### config.mk
export PLATFORM = sky130hd
export DESIGN_NAME = line_break_scanner
export DESIGN_NICKNAME = d
export VERILOG_FILES = /design/src/rtl/core/lbs_pkg.sv /design/src/rtl/core/lbs_step.sv /design/src/rtl/core/lbs_result_fifo.sv /design/src/rtl/core/line_break_scanner.sv
export SDC_FILE = /design/constraint.sdc
export NUM_CORES = 1
export LEC_CHECK = 0
export BUFFER_PORTS_ARGS = -buffer_cell sky130_fd_sc_hd__buf_4
export CORE_MARGIN = 5
export CORE_UTILIZATION = 30
export DETAILED_ROUTE_END_ITERATION = 12
export SYNTH_ARGS = -nofsm -noshare
export SYNTH_HDL_FRONTEND = slang
export SYNTH_SLANG_ARGS = --single-unit
### constraint.sdc
create_clock -name clk -period 15.1 [get_ports clk]
set_input_delay 1.51 -clock clk [delete_from_list [all_inputs] [get_ports clk]]
set_output_delay 1.51 -clock clk [all_outputs]
set_load 0.02 [all_outputs]
### src/rtl/core/lbs_pkg.sv
package lbs_pkg;

    localparam int POS_BITS       = 48;
    localparam int CNT_BITS       = 48;
    localparam int CFG_DATA_BITS  = 48;
    localparam int CFG_INDEX_BITS = 2;

    localparam logic [CFG_INDEX_BITS-1:0] CFG_STRIDE_MODE    = 2'd0;
    localparam logic [CFG_INDEX_BITS-1:0] CFG_START_POSITION = 2'd1;

    localparam logic [1:0] MODE_LE16 = 2'd1;
    localparam logic [1:0] MODE_BE16 = 2'd2;

    localparam logic [15:0] UNIT_LF = 16'h000A;
    localparam logic [15:0] UNIT_CR = 16'h000D;

    typedef enum logic [1:0] {
        KIND_LF   = 2'd0,
        KIND_CRLF = 2'd1,
        KIND_CR   = 2'd2
    } break_kind_t;

    typedef struct packed {
        logic [POS_BITS-1:0] pos;
        logic [7:0]          held_byte;
        logic                held_valid;
        logic                cr_pend;
        logic [POS_BITS-1:0] cr_end;
        logic [CNT_BITS-1:0] lf_cnt;
    } scan_state_t;

    typedef struct packed {
        logic [POS_BITS-1:0] break_end;
        break_kind_t         kind;
        logic [CNT_BITS-1:0] lf_total;
        logic                last;
    } break_rec_t;

endpackage

### src/rtl/core/lbs_step.sv
// Per-byte scan step: unit assembly, CR/LF resolution, up to two breaks.
module lbs_step
    import lbs_pkg::*;
(
    input  logic [1:0]  stride_mode,
    input  scan_state_t cur,
    input  logic [7:0]  data_byte,
    input  logic        end_of_stream,
    output scan_state_t nxt,
    output logic [1:0]  rec_count,
    output break_rec_t  rec0,
    output break_rec_t  rec1
);

    logic [POS_BITS-1:0] end_pos;
    logic                wide;
    logic                have_unit;
    logic [15:0]         unit;
    logic                is_lf;
    logic                is_cr;
    logic [CNT_BITS-1:0] lf_new;
    logic                pend_mid;
    logic [POS_BITS-1:0] cr_end_mid;
    break_rec_t          cand_a;
    break_rec_t          cand_b;
    break_rec_t          cand_c;
    logic                vld_a;
    logic                vld_b;
    logic                vld_c;

    always_comb
    begin
        end_pos = (cur.pos != '1) ? cur.pos + POS_BITS'(1) : cur.pos;
        wide    = (stride_mode == MODE_LE16) || (stride_mode == MODE_BE16);

        nxt       = cur;
        nxt.pos   = end_pos;
        have_unit = 1'b0;
        unit      = '0;

        if (!wide)
        begin
            unit      = {8'h00, data_byte};
            have_unit = 1'b1;
        end
        else if (!cur.pos[0])
        begin
            nxt.held_byte  = data_byte;
            nxt.held_valid = 1'b1;
        end
        else if (cur.held_valid)
        begin
            unit           = (stride_mode == MODE_LE16) ? {data_byte, cur.held_byte}
                                                        : {cur.held_byte, data_byte};
            nxt.held_valid = 1'b0;
            have_unit      = 1'b1;
        end

        is_lf  = have_unit && (unit == UNIT_LF);
        is_cr  = have_unit && (unit == UNIT_CR);
        lf_new = (is_lf && (cur.lf_cnt != '1)) ? cur.lf_cnt + CNT_BITS'(1) : cur.lf_cnt;
        nxt.lf_cnt = lf_new;

        // pending CR resolved by this unit
        vld_a  = have_unit && cur.cr_pend;
        cand_a = '{break_end: is_lf ? end_pos : cur.cr_end,
                   kind:      is_lf ? KIND_CRLF : KIND_CR,
                   lf_total:  is_lf ? lf_new : cur.lf_cnt,
                   last:      1'b0};

        // unit on its own
        vld_b  = is_lf && !cur.cr_pend;
        cand_b = '{break_end: end_pos, kind: KIND_LF, lf_total: lf_new, last: 1'b0};

        pend_mid   = have_unit ? is_cr : cur.cr_pend;
        cr_end_mid = is_cr ? end_pos : cur.cr_end;

        // end-of-stream flush of a lone CR
        vld_c  = end_of_stream && pend_mid;
        cand_c = '{break_end: cr_end_mid, kind: KIND_CR, lf_total: lf_new, last: 1'b0};

        nxt.cr_pend = pend_mid && !end_of_stream;
        nxt.cr_end  = cr_end_mid;
        if (end_of_stream)
        begin
            nxt.held_valid = 1'b0;
            nxt.held_byte  = '0;
        end

        rec0 = cand_c;
        rec1 = cand_c;
        if (vld_a)
        begin
            rec0 = cand_a;
            rec1 = vld_b ? cand_b : cand_c;
        end
        else if (vld_b)
        begin
            rec0 = cand_b;
        end
        rec_count = 2'({1'b0, vld_a} + {1'b0, vld_b} + {1'b0, vld_c});
        rec0.last = (rec_count == 2'd1);
        rec1.last = 1'b1;
    end

endmodule

### src/rtl/core/lbs_result_fifo.sv
// Four-entry result queue, up to two pushes and one pop per cycle.
module lbs_result_fifo
    import lbs_pkg::*;
(
    input  logic       clk,
    input  logic       rst_n,
    input  logic [1:0] push_count,
    input  break_rec_t push0,
    input  break_rec_t push1,
    input  logic       pop,
    output logic       room_for_two,
    output logic       head_valid,
    output break_rec_t head
);

    break_rec_t  entry_reg [4];
    logic [1:0]  wr_ptr_reg;
    logic [1:0]  wr_ptr_next;
    logic [1:0]  rd_ptr_reg;
    logic [1:0]  rd_ptr_next;
    logic [2:0]  count_reg;
    logic [2:0]  count_next;
    logic [1:0]  wr_ptr_plus;
    logic        do_pop;

    assign do_pop       = pop && (count_reg != 3'd0);
    assign head_valid   = (count_reg != 3'd0);
    assign head         = entry_reg[rd_ptr_reg];
    assign room_for_two = (count_reg <= 3'd2) || ((count_reg == 3'd3) && do_pop);
    assign wr_ptr_plus  = wr_ptr_reg + 2'd1;
    assign wr_ptr_next  = wr_ptr_reg + push_count;
    assign rd_ptr_next  = rd_ptr_reg + {1'b0, do_pop};
    assign count_next   = count_reg + {1'b0, push_count} - {2'b00, do_pop};

    always_ff @(posedge clk)
    begin
        if (push_count != 2'd0)
        begin
            entry_reg[wr_ptr_reg] <= push0;
        end
        if (push_count == 2'd2)
        begin
            entry_reg[wr_ptr_plus] <= push1;
        end
    end

    always_ff @(posedge clk or negedge rst_n)
    begin
        if (!rst_n)
        begin
            wr_ptr_reg <= '0;
            rd_ptr_reg <= '0;
            count_reg  <= '0;
        end
        else
        begin
            wr_ptr_reg <= wr_ptr_next;
            rd_ptr_reg <= rd_ptr_next;
            count_reg  <= count_next;
        end
    end

endmodule

### src/rtl/core/line_break_scanner.sv
// Line break scanner: takes one text byte per beat and reports every line
// terminator (LF, CRLF or lone CR) with the absolute position just past it,
// its kind and the running LF count. stride_mode picks byte units or 16-bit
// LE/BE units aligned to even absolute positions; start_position sets the
// position of the first byte. Any configuration write restarts the scan.
// Throughput is one byte per cycle. Only one case puts two beats on the
// result side for a single byte: a pending CR meets another CR unit that
// carries end_of_stream, so the first CR goes out as a lone CR and the second
// is flushed as a lone CR right behind it. The result side drains at one beat
// per cycle while break_ready is high. A byte passes through one input
// register, then the scan step writes into a four-entry result queue whose
// head drives the result ports. The input side stalls only when that queue
// cannot take two more results.
module line_break_scanner
    import lbs_pkg::*;
(
    input  logic                      clk,
    input  logic                      rst_n,
    // configuration
    input  logic                      cfg_write_enable,
    input  logic [CFG_INDEX_BITS-1:0] cfg_index,
    input  logic [CFG_DATA_BITS-1:0]  cfg_data,
    // byte channel
    input  logic                      data_valid,
    output logic                      data_ready,
    input  logic [7:0]                data_byte,
    input  logic                      end_of_stream,
    // result channel
    output logic                      break_valid,
    input  logic                      break_ready,
    output logic [POS_BITS-1:0]       break_end,
    output logic [1:0]                break_kind,
    output logic [CNT_BITS-1:0]       lf_total,
    output logic                      run_last
);

    // configuration registers
    logic [1:0]          mode_reg;
    logic [POS_BITS-1:0] start_reg;

    // input register
    logic                in_vld_reg;
    logic [7:0]          in_byte_reg;
    logic                in_eos_reg;

    // scan state
    scan_state_t         state_reg;
    scan_state_t         state_next;
    scan_state_t         step_state;
    scan_state_t         restart_state;

    logic [1:0]          rec_count;
    break_rec_t          rec0;
    break_rec_t          rec1;
    logic                room_for_two;
    logic                fire;
    logic [1:0]          push_count;
    break_rec_t          head;
    logic                cfg_hit;
    logic [POS_BITS-1:0] start_new;

    // the step fires when a byte is held and the queue can take its worst case
    assign fire       = in_vld_reg && room_for_two;
    assign data_ready = !in_vld_reg || fire;
    assign push_count = fire ? rec_count : 2'd0;

    lbs_step u_step (
        .stride_mode   (mode_reg),
        .cur           (state_reg),
        .data_byte     (in_byte_reg),
        .end_of_stream (in_eos_reg),
        .nxt           (step_state),
        .rec_count     (rec_count),
        .rec0          (rec0),
        .rec1          (rec1)
    );

    lbs_result_fifo u_fifo (
        .clk          (clk),
        .rst_n        (rst_n),
        .push_count   (push_count),
        .push0        (rec0),
        .push1        (rec1),
        .pop          (break_ready),
        .room_for_two (room_for_two),
        .head_valid   (break_valid),
        .head         (head)
    );

    assign break_end  = head.break_end;
    assign break_kind = head.kind;
    assign lf_total   = head.lf_total;
    assign run_last   = head.last;

    // a write to either register restarts the scan from the (new) start position
    assign cfg_hit   = cfg_write_enable &&
                       ((cfg_index == CFG_STRIDE_MODE) || (cfg_index == CFG_START_POSITION));
    assign start_new = (cfg_index == CFG_START_POSITION) ? cfg_data[POS_BITS-1:0] : start_reg;

    always_comb
    begin
        restart_state            = '0;
        restart_state.pos        = start_new;
        if (cfg_hit)
        begin
            state_next = restart_state;
        end
        else if (fire)
        begin
            state_next = step_state;
        end
        else
        begin
            state_next = state_reg;
        end
    end

    always_ff @(posedge clk or negedge rst_n)
    begin
        if (!rst_n)
        begin
            mode_reg   <= '0;
            start_reg  <= '0;
            state_reg  <= '0;
            in_vld_reg <= 1'b0;
        end
        else
        begin
            if (cfg_write_enable && (cfg_index == CFG_STRIDE_MODE))
            begin
                mode_reg <= cfg_data[1:0];
            end
            if (cfg_write_enable && (cfg_index == CFG_START_POSITION))
            begin
                start_reg <= cfg_data[POS_BITS-1:0];
            end
            state_reg <= state_next;
            if (data_ready)
            begin
                in_vld_reg <= data_valid;
            end
        end
    end

    // byte payload; loaded on every accepted beat
    always_ff @(posedge clk)
    begin
        if (data_valid && data_ready)
        begin
            in_byte_reg <= data_byte;
            in_eos_reg  <= end_of_stream;
        end
    end

endmodule

* Yosys cells after proc, flatten, opt, wreduce, memory -nomap -nowiden
Memory sizes are Yosys's and may differ from the RTL's.
Cells that the tools add are included.
** Storage, ports and cells
- Flip-flop bits (word level) :: 221
- RAM bits :: 396
- Input port bits :: 64
- Output and inout port bits :: 101
- Memories kept :: 1
** Cells by class
- Add/subtract/negate cells :: 9
- $lt $le $gt $ge :: 1
- Equality and inequality tests :: 11
- Mux-type cells :: 29
- Reductions and logical operators :: 28
** Memory list
- u_fifo.entry_reg :: words 4, bits a word 99, read ports 1, clocked after memory_dff 0, wr ports 2, line lbs_result_fifo.sv:16 : break_rec_t entry_reg [4];
** Operator list (count)
- 154-bit two-way mux :: 2
- 99-bit two-way mux :: 3
- 48-bit two-way mux :: 6
- 48-bit by 1-bit adder with 48-bit output, second input constant :: 2
- 48-bit != test, second input constant :: 2
- 16-bit two-way mux :: 4
- 16-bit by 4-bit equality test with 1-bit output, second input constant :: 2
- 9-bit two-way mux :: 2
- 1-bit logical AND :: 14
- 1-bit two-way mux :: 9
- 8-bit two-way mux :: 1
- 2-bit by 1-bit equality test with 1-bit output, second input constant :: 3
- 3-bit nonzero test :: 2
- 2-bit by 1-bit adder with 2-bit output :: 2
- 2-bit equality test, second input constant :: 2
- 1-bit logical OR :: 4
- 2-bit two-way mux :: 2
- 2-bit nonzero test :: 2
- 3-bit by 2-bit adder with 3-bit output :: 1
- 3-bit by 2-bit equality test with 1-bit output, second input constant :: 1
- 3-bit by 2-bit less-or-equal comparator with 1-bit output, second input constant :: 1
- 1-bit logical NOT :: 3
- 3-bit by 2-bit != test with 1-bit output, second input constant :: 1
- 3-bit AND reduction :: 1
- other kinds (6) :: 6

* Depth between registers and ports, before layout
Gate-level depths: netlist of run 1.
- Depth in word-level cells :: 14
- Mapped depth :: 21
- Mapped depth without buffers :: 17

* Modules after synthesis
A second synthesis of run 1 with hierarchy kept.
** Second synthesis, totals
- Cell total of the unflattened synthesis :: 2758
- Area total of the unflattened synthesis :: 34066.4 sq um
** Modules (own cells, without submodules)
- lbs_result_fifo :: times used 1, cells each 1001, area each 19501.2 sq um, sequential area each 12066.6 sq um
- line_break_scanner :: times used 1, cells each 905, area each 9110.0 sq um, sequential area each 5400.2 sq um
- lbs_step :: times used 1, cells each 852, area each 5455.2 sq um, sequential area each 0.0 sq um

* Worst setup path after synthesis of run 1
No wires, ideal clock.
- Path type :: flip-flop to flip-flop
- From :: register mode_reg[0]
- To :: memory u_fifo.entry_reg[0][83] in the netlist's numbering (data pin)
- Arrival :: 6.368 ns
- Setup slack :: 8.582 ns
- Cell stages (with the launch flop) :: 19
- Period minus slack after synthesis :: 6.518 ns
- Cell sequence :: dfrtp_1 -> ha_1 -> buf_2 -> nand3b_1 -> o211ai_1 -> nand3_1 -> or4_1 -> clkbuf_1 -> nor2_1 -> fa_1 -> nor2b_1 -> nor2b_1 -> o21ai_1 -> inv_1 -> a21oi_1 -> o21ai_0 -> buf_2 -> buf_1 -> o2bb2ai_1
** RTL lines
- start, declared :: line line_break_scanner.sv:38 : logic [1:0] mode_reg;
- start signal, assigned :: line line_break_scanner.sv:131 : mode_reg <= cfg_data[1:0];
- end, declared :: line lbs_result_fifo.sv:16

==> results of run 1 <==
## kinds of logic (layout without fill, tap and decap cells)
| kind of cell | count (synthesis) | count (layout) | synth area share |
|---|---|---|---|
| simple gates | 858 | 858 | 0.137 |
| flops | 617 | 617 | 0.582 |
| compound gates | 428 | 428 | 0.102 |
| buf+inv | 190 | 328 | 0.0261 |
| xor+xnor | 172 | 172 | 0.0505 |
| mux | 159 | 159 | 0.0969 |
| fa+ha+maj | 11 | 11 | 0.00511 |
| other cells | 0 | 1 | 0 |
## worst reg2reg max path, delay by kind of cell (launching register included)
kind	cells	cell delay, ns
buffers and inverters	3	1.64
adder cells (fa/ha/maj)	2	0.99
flip-flops	1	0.40
AND/OR/NAND/NOR	8	2.26
AO/OA/AOI/OAI	3	0.88
## path summary, 6_finish.rpt
path,endpoint,slack (ns),depth (start not counted),startpoint
max,u_fifo.entry_reg[2][75],8.80,16,mode_reg[0]
min,u_fifo.entry_reg[3][0],0.47,1,u_fifo.entry_reg[3][0]
max reg2reg,u_fifo.entry_reg[2][75],8.80,16,mode_reg[0]
min reg2reg,u_fifo.entry_reg[3][0],0.47,1,u_fifo.entry_reg[3][0]
max in group asynchronous,state_reg[47],12.67,2,rst_n
min in group asynchronous,start_reg[13],0.91,1,rst_n
## power by group through the flow
stage | Combinational [mW] | Sequential (mW) | Clock (mW)
5_1_grt | 1.45 | 2.05 | 1.64
6_report | 1.35 | 2.03 | 1.54
2_1_floorplan | 0.869 | 1.97 | 0
4_1_cts | 1.39 | 2.03 | 1.56
3_3_place_gp | 1.38 | 2.06 | 0
3_5_place_dp | 1.38 | 2.06 | 0
## cell type report
class	instances	area (µm²)
Tap cell	1287	1610
Timing Repair Buffer	199	1500
Multi-Input combinational cell	1628	11800
Sequential cell	617	17400
Antenna cell	1	2.50
Fill cell	9664	64200
Clock inverter	23	245
Clock buffer	89	1740
Inverter	17	73.8
## cell usage in the layout, fill, tap and decap left out, drive strengths merged, types with 5 or more instances in the layout
| master | n |
|---|---|
| nand4 | 35 |
| a211oi | 6 |
| o21ai | 78 |
| clkbuf | 89 |
| inv | 17 |
| nor2b | 13 |
| xor2 | 95 |
| o211ai | 7 |
| or4 | 6 |
| mux2i | 10 |
| clkinv | 16 |
| nor2 | 320 |
| nor3b | 5 |
| edfxtp | 397 |
| nor3 | 44 |
| dfxtp | 8 |
| nand2b | 10 |
| buf | 199 |
| and4 | 12 |
| mux4 | 99 |
| xnor2 | 77 |
| o2bb2ai | 188 |
| nand3 | 106 |
| and3 | 58 |
| a31oi | 19 |
| a22o | 13 |
| nor4 | 16 |
| a21oi | 94 |
| and2 | 11 |
| bufinv | 5 |
| nand2 | 193 |
| dfrtp | 212 |
| mux2 | 50 |
| ha | 9 |
| or3 | 14 |
## routing by layer
metal / part of all wire / up-vias
li1: - / 9288
met5: 0 / -
met1: 0.43 / 10200
met4: 0.016 / 0
met2: 0.49 / 693
met3: 0.067 / 96
==> out/qor.txt, run 1 <==
Leakage: 11.8 nW
sequential power share: 0.414
Req. time, crit path: 15.60 ns
share of the synthesized area in the top cell type: 0.399
DP Wirelength: 52200 µm
max FFs per register: 396
Remaining DRCs: 0
CTS Buf Count: 60
Worst Path Buf+Inv: 3
Internal: 3.31 mW
top cells by count, synth: edfxtp_1 (397), nor2_1 (320), dfrtp_1 (212)
Die Span X: 325 µm
Clk Latency, worst-skew pair: 0.64 ns
Starting Density: 0.303
worst-path fanout max: 52
Worst path max stage delay: 0.78 ns
Post-synth EDFFs: 397
Util after Layout: 0.349
status: complete, no violations
met2 Resource Use GR: 0.258
cells along the critical path: ha_1 > and2b_1 > a311o_1 > or4_1 > nor2_1 > fa_1 > nor2b_1 > nand2_1 > nor2_1 > nor2_4 > buf_4 > inv_4 > nand2_1 > o221ai_4 > buf_4 > a22o_1
Worst setup EP type: flip-flop
busiest layer in global routing: met2
Die Ht: 325 µm
Setup CP Type: reg2reg
Post-Syn Instances: 2435
post_cts resized: 0
setup violators final: 0
design area: 34400 µm²
crit-path leading delay family: simple AND/OR/NAND/NOR gates
Placer Congestion: 0.879
core area: 98600 µm²
crit share post-route: 0.418
sw frac: 0.328
layout cells sized above 1: 0.190
Tmin final: 6.30 ns
Synth area leaders: edfxtp_1 (40%), dfrtp_1 (18%), mux4_2 (7.5%)
worst rel slew slack: 0.199
synth warn: 0
grt total ovfl: 0
Clock Skew: 0.0176 ns
NumNets Final: 2598
Post-Syn Nets: 2510
final wirelength: 84700 µm
Worst EP arrival: 6.81 ns
Clock Sinks: 617
DR WL/cell: 21.9 µm
final non-filler cell total: 3861
largest net degree at the start of global routing: 106
first-pass GRT wire length: 129000 µm
DP Worst Slack: 8.81 ns
Syn-to-layout area delta: 15.2%
fmax: 159 MHz
slew at the pin closest to its max-slew limit: 1.20 ns
Max clock buf depth: 3
Reg clk slew, reported paths: 0.07 ns
GR Util met3: 0.0269
vias in the first global route: 20400
IO Count: 165
buffer count from post-CTS setup fixing: 0
Final ANT Viol Nets: 0
initial antenna violation count: 2
Root Buffer: clkbuf_16
RSZ-0062 raised after global routing: no
Slew Limit Fails: 0
row cnt: 115
clock power share: 0.313
Pre-antenna DRT Iters: 5
max cap viols: 0
pwr dens: 143 nW/µm²
most common cell in the netlist: edfxtp_1
Slowest-stage cell, CP: or4_1
CP Launch Type: flip-flop
Die ar.: 106000 µm²
TritonCTS clock tree: done
placed cells: 3748
HP Class: reg2reg
maximum vdd drop: 106 µV
Port Buffer Count: 164
Netlist cell types: 68
largest area contributor in the netlist: edfxtp_1
slack of the critical path: 8.80 ns
count of final hold-check violations: 0
WHS: 0.469 ns
synthesized flop and latch total: 617
GRT Overall Usage: 0.156
met1 Use GR: 0.217
Via density: 5.26
sequential fraction of the synthesis area: 0.582
hold-fix buffer count after cts: 0
initial drt markers: 1972
Comb pwr share: 0.274
Synth Area per Inst: 12.3 µm²
Sum Neg Setup Slack: 0 ns
Final Power: 4.92 mW
post-place instance area: 32400 µm²
Cell Area, Synth: 29800 µm²
Primary FF master, synth: edfxtp_1
ys async rst share: 0.344
CTS H-tree depth: 2
vias: 20300
Switching Power: 1.61 mW
Power figures use the tool's default switching activity.
==> inputs of run 2 (changes only) <==
==> constraint.sdc (replaced) <==
create_clock -name clk -period 6.5 [get_ports clk]
set_input_delay 0.65 -clock clk [delete_from_list [all_inputs] [get_ports clk]]
set_output_delay 0.65 -clock clk [all_outputs]
set_load 0.02 [all_outputs]
==> out/qor.txt, run 2 (synthesis gave the netlist of run 1 again) <==
Remaining DRCs: 0 (unchanged)
design area: 34700 µm² (+0.85%)
NumNets Final: 2613 (+0.58%)
most common cell after layout, fill and taps aside: edfxtp_1
Worst setup EP type: flip-flop
final wirelength: 84800 µm (+0.14%)
Die Ht: 325 µm (unchanged)
worst rel slew slack: 0.273 (+0.0745)
CP Launch Type: flip-flop
met2 Resource Use GR: 0.254 (-0.00451)
Port Buffer Count: 164 (unchanged)
Pre-antenna DRT Iters: 5 (unchanged)
status: complete, no violations
Max clock buf depth: 3 (unchanged)
post_cts resized: 0 (unchanged)
core area: 98600 µm² (unchanged)
max cap viols: 0 (unchanged)
Placer Congestion: 0.882 (+0.33%)
Tmin final: 5.40 ns (-0.903 ns)
Sum Neg Setup Slack: 0 ns (unchanged)
Slew Limit Fails: 0 (unchanged)
Die ar.: 106000 µm² (unchanged)
CTS Buf Count: 66 (+10%)
DR WL/cell: 21.9 µm (-0.20%)
Req. time, crit path: 6.94 ns (-8.66 ns)
Reg clk slew, reported paths: 0.06 ns (about the same)
Starting Density: 0.303 (unchanged)
max FFs per register: 396 (unchanged)
Leakage: 11.9 nW (+1.1%)
Clock Sinks: 617 (unchanged)
largest net degree at the start of global routing: 99 (-6.6%)
slack of the critical path: 1.10 ns (-7.70 ns)
Die Span X: 325 µm (unchanged)
busiest layer in global routing: met2
Syn-to-layout area delta: 16.2%
worst-path fanout max: 23 (-56%)
R2R setup slack: 1.10 ns (-7.70 ns)
initial antenna violation count: 3 (+1)
worst setup path endpoint: u_fifo.entry_reg[3][83]
met1 Use GR: 0.222 (+0.00578)
fmax: 185 MHz (+17%)
setup violators final: 0 (unchanged)
GR Util met3: 0.0262 (-0.000731)
Setup CP Type: reg2reg
Root Buffer: clkbuf_16
pwr dens: 336 nW/µm² (+140%)
crit share post-route: 0.831 (+0.414)
Clock Skew: 0.0208 ns (+0.00323 ns)
RSZ-0062 raised after global routing: no
Critical Path Source: mode_reg[0]
Clk Latency, worst-skew pair: 0.61 ns (-0.03 ns)
vias: 20300 (-0.21%)
Via density: 5.23 (-0.54%)
post-place instance area: 32500 µm² (+0.40%)
maximum vdd drop: 224 µV (+110%)
reg2reg path depth: 14 (-2)
buffer count from post-CTS setup fixing: 0 (unchanged)
Critical R2R Capture: u_fifo.entry_reg[3][83]
first-pass GRT wire length: 130000 µm (+0.37%)
Worst EP arrival: 5.84 ns (-0.97 ns)
vias in the first global route: 20400 (+0.029%)
layout cells sized above 1: 0.195 (+0.00477)
TritonCTS clock tree: done
hold-fix buffer count after cts: 0 (unchanged)
count of final hold-check violations: 0 (unchanged)
worst flop-to-flop path startpoint: mode_reg[0]
grt total ovfl: 0 (unchanged)
HP Class: in2async
slew at the pin closest to its max-slew limit: 1.09 ns (-0.109 ns)
IO Count: 165 (unchanged)
DP Wirelength: 52000 µm (-0.36%)
most frequent cells in the layout: edfxtp_1 (397), nor2_1 (317), dfrtp_1 (210)
CTS H-tree depth: 3 (+1)
row cnt: 115 (unchanged)
initial drt markers: 2088 (+5.9%)
antenna cells: 0 (-1)
DP Worst Slack: 1.11 ns (-7.70 ns)
GRT Overall Usage: 0.157 (+0.00139)
Final ANT Viol Nets: 0 (unchanged)
[run 2: cell types whose count changed in the layout (fill, tap and decap cells not counted), sizes merged]
| cell | previous run | this run |
|---|---|---|
| bufinv | 5 | 4 |
| diode | 1 | 0 |
| inv | 17 | 20 |
| clkinv | 16 | 13 |
| clkinvlp | 2 | 4 |
| clkbuf | 89 | 93 |
| buf | 199 | 208 |
[run 2: how the worst min path moves through the flow]
stage | cells after the start | end | slack, ns | start
after CTS | 1 | state_reg[108] | 0.11 | rst_n
after global routing | 1 | start_reg[10] | 0.12 | rst_n
after global placement | 1 | u_fifo.entry_reg[2][0] | 0.44 | u_fifo.entry_reg[2][0]
after detailed placement | 1 | u_fifo.entry_reg[2][0] | 0.46 | u_fifo.entry_reg[2][0]
final | 1 | start_reg[9] | 0.08 | rst_n
after floorplan | 0 | in_vld_reg | 0.35 | rst_n
[run 2: layout make-up]
type | instances | area [µm²]
inverter | 17 | 75.1
tap | 1287 | 1610
fill | 9624 | 63900
multi-input combinational | 1628 | 11800
timing repair buffer | 208 | 1630
sequential | 617 | 17400
clock buffer | 93 | 1920
clock inverter | 24 | 235
[run 2: layer usage]
| metal | wire length, µm | vias up |
|---|---|---|
| met5 | 0 | - |
| met4 | 1590 | 0 |
| met1 | 37600 | 10100 |
| met2 | 40200 | 683 |
| met3 | 5450 | 112 |
| li1 | - | 9327 |
[run 2: report_power, final]
part / total [mW] / internal [mW] / switching, mW / leakage [nW]
registers: 4.80 / 4.37 / 0.431 / 6.44
clock network: 3.81 / 2.22 / 1.58 / 1.05
logic: 3.07 / 1.27 / 1.80 / 4.42
[run 2: worst max-delay path, stage by stage (launching register included)]
cell	delay (ns)
dfrtp_1	0.40
ha_1	0.30
mux2_2	0.28
nor2b_1	0.06
a2111oi_2	0.64
or2_1	0.52
o21ai_0	0.15
and2_1	0.19
fa_1	0.53
nor2_1	0.07
nor4b_1	0.63
nand3_1	0.25
o221ai_4	0.58
buf_4	0.45
o2bb2ai_1	0.16
[run 2: stage by stage]
stage	instances	utilization	power (mW)	hold slack, ns
2_1_floorplan	2435	-	6.60	0.354
3_3_place_gp	3757	0.330	8.00	0.443
3_5_place_dp	3757	0.330	8.01	0.457
4_1_cts	3874	0.352	11.8	0.105
5_1_grt	3874	0.352	12.2	0.122
6_report	3874	0.352	11.7	0.0828
==> inputs of run 3 (changes only) <==
==> constraint.sdc (replaced) <==
create_clock -name clk -period 4.97 [get_ports clk]
set_input_delay 0.497 -clock clk [delete_from_list [all_inputs] [get_ports clk]]
set_output_delay 0.497 -clock clk [all_outputs]
set_load 0.02 [all_outputs]
==> out/qor.txt, run 3 (synthesis gave the netlist of run 1 again) <==
Setup CP Type: reg2reg
WHS: 0.0662 ns (-0.0167 ns)
TritonCTS clock tree: done
Die Ht: 325 µm (unchanged)
DR WL/cell: 21.9 µm (+0.19%)
final non-filler cell total: 3892 (+0.46%)
reg2reg path depth: 13 (-1)
grt total ovfl: 0 (unchanged)
most common cell after layout, fill and taps aside: edfxtp_1
pwr dens: 443 nW/µm² (+32%)
buffer count from post-CTS setup fixing: 0 (unchanged)
Syn-to-layout area delta: 18.4%
placed cells: 3758 (+0.027%)
DP Wirelength: 52800 µm (+1.5%)
Clk Latency, worst-skew pair: 0.61 ns (about the same)
initial antenna violation count: 2 (-1)
row cnt: 115 (unchanged)
NumNets Final: 2622 (+0.34%)
Clock Skew: 0.0227 ns (+0.00186 ns)
Port Buffer Count: 164 (unchanged)
most frequent cells in the layout: edfxtp_1 (397), nor2_1 (315), dfrtp_1 (210)
Slowest-stage cell, CP: fa_1
CP Launch Type: flip-flop
Critical Path Source: mode_reg[0]
max FFs per register: 396 (unchanged)
Tmin final: 4.75 ns (-0.657 ns)
Worst path max stage delay: 0.61 ns (-0.03 ns)
HP Class: in2reg
GRT Overall Usage: 0.157 (+0.000221)
slack of the critical path: 0.224 ns (-0.873 ns)
largest net degree at the start of global routing: 106 (+7.1%)
worst rel slew slack: 0.189 (-0.0840)
Sum Neg Setup Slack: 0 ns (unchanged)
layout cells sized above 1: 0.217 (+0.0217)
vias in the first global route: 20800 (+1.9%)
R2R setup slack: 0.22 ns (-0.87 ns)
Starting Density: 0.303 (unchanged)
Req. time, crit path: 5.41 ns (-1.53 ns)
setup violators final: 0 (unchanged)
first-pass GRT wire length: 131000 µm (+0.69%)
Die ar.: 106000 µm² (unchanged)
Worst EP arrival: 5.18 ns (-0.66 ns)
core area: 98600 µm² (unchanged)
Critical R2R Capture: u_fifo.entry_reg[3][68]
Clock Sinks: 617 (unchanged)
crit share post-route: 0.955 (+0.124)
maximum vdd drop: 205 µV (-8.4%)
design area: 35400 µm² (+1.9%)
worst flop-to-flop path startpoint: mode_reg[0]
max cap viols: 0 (unchanged)
Worst setup EP type: flip-flop
Via density: 5.22 (-0.24%)
Remaining DRCs: 0 (unchanged)
Final Power: 15.7 mW (+34%)
initial drt markers: 1564 (-25%)
RSZ-0062 raised after global routing: no
fmax: 211 MHz (+14%)
Root Buffer: clkbuf_16
# fillers: 9528 (-1.0%)
DP Worst Slack: 0.250 ns (-0.861 ns)
Max clock buf depth: 3 (unchanged)
Die Span X: 325 µm (unchanged)
Leakage: 12.2 nW (+2.3%)
Util after Layout: 0.359 (+0.00669)
post-place instance area: 33000 µm² (+1.3%)
worst setup path endpoint: u_fifo.entry_reg[3][68]
IO Count: 165 (unchanged)
Placer Congestion: 0.864 (-2.1%)
slew at the pin closest to its max-slew limit: 1.20 ns (+0.113 ns)
status: complete, no violations
Reg clk slew, reported paths: 0.06 ns (about the same)
antenna cells: 0 (unchanged)
cells along the critical path: ha_4 > and2b_1 > a311o_1 > nand2_1 > o21ai_0 > and2_1 > fa_1 > nor2_1 > nor4b_1 > nand3_1 > o221ai_4 > buf_12 > o2bb2ai_1
CTS H-tree depth: 3 (unchanged)
count of final hold-check violations: 0 (unchanged)
Slew Limit Fails: 0 (unchanged)
vias: 20300 (+0.23%)
CTS Buf Count: 73 (+11%)
Final ANT Viol Nets: 0 (unchanged)
Pre-antenna DRT Iters: 6 (+1)
final wirelength: 85400 µm (+0.65%)
worst-path fanout max: 35 (+52%)
-- run 3: routing by layer --
layer,wire length (µm),global-route usage,vias to the layer above,share of wire
li1,-,-,9361,-
met5,13,0,-,0.00015
met2,41200,0.261,566,0.48
met4,2180,0.0440,2,0.025
met3,4690,0.0272,125,0.055
met1,37300,0.214,10200,0.44
-- run 3: final cells by class --
class / count / area [µm²] / share of cell area
clock buffer: 104 / 2070 / 0.0585
sequential: 617 / 17400 / 0.492
timing repair buffer: 210 / 1720 / 0.0488
inverter: 17 / 76.3 / 0.00216
clock inverter: 29 / 312 / 0.00881
multi-input combinational: 1628 / 12200 / 0.344
tap: 1287 / 1610 / 0.0455
-- run 3: how the worst min path moves through the flow --
stage / cells after the start / to / slack (ns) / from
2_1_floorplan: 0 / in_vld_reg / 0.20 / rst_n
5_1_grt: 1 / in_eos_reg / 0.04 / end_of_stream
3_3_place_gp: 1 / u_fifo.entry_reg[3][0] / 0.44 / u_fifo.entry_reg[3][0]
4_1_cts: 1 / in_eos_reg / 0.03 / end_of_stream
3_5_place_dp: 1 / u_fifo.entry_reg[2][0] / 0.45 / u_fifo.entry_reg[2][0]
6_report: 1 / in_eos_reg / 0.07 / end_of_stream
-- run 3: what timing repair did --
| item | 4_1_cts | 5_1_grt |
|---|---|---|
| setup endpoints to repair | 0 | 29 |
| gates resized for setup | 0 | 1 |
| hold endpoints to repair | 63 | 0 |
| hold buffers | 1 | 0 |
-- run 3: critical path: cells and delay by family (launching register included) --
family	cells	cell delay, ns
buffers and inverters	1	0.31
adder cells (fa/ha/maj)	2	0.98
flip-flops	1	0.43
AND/OR/NAND/NOR	6	1.51
AO/OA/AOI/OAI	4	1.32
-- run 3: power breakdown --
part           total (mW)  switching, mW  internal, mW  leakage, nW
clock                5.34           2.17          3.18         1.16
sequential           6.29          0.578          5.71         6.44
combinational        4.02           2.32          1.70         4.58
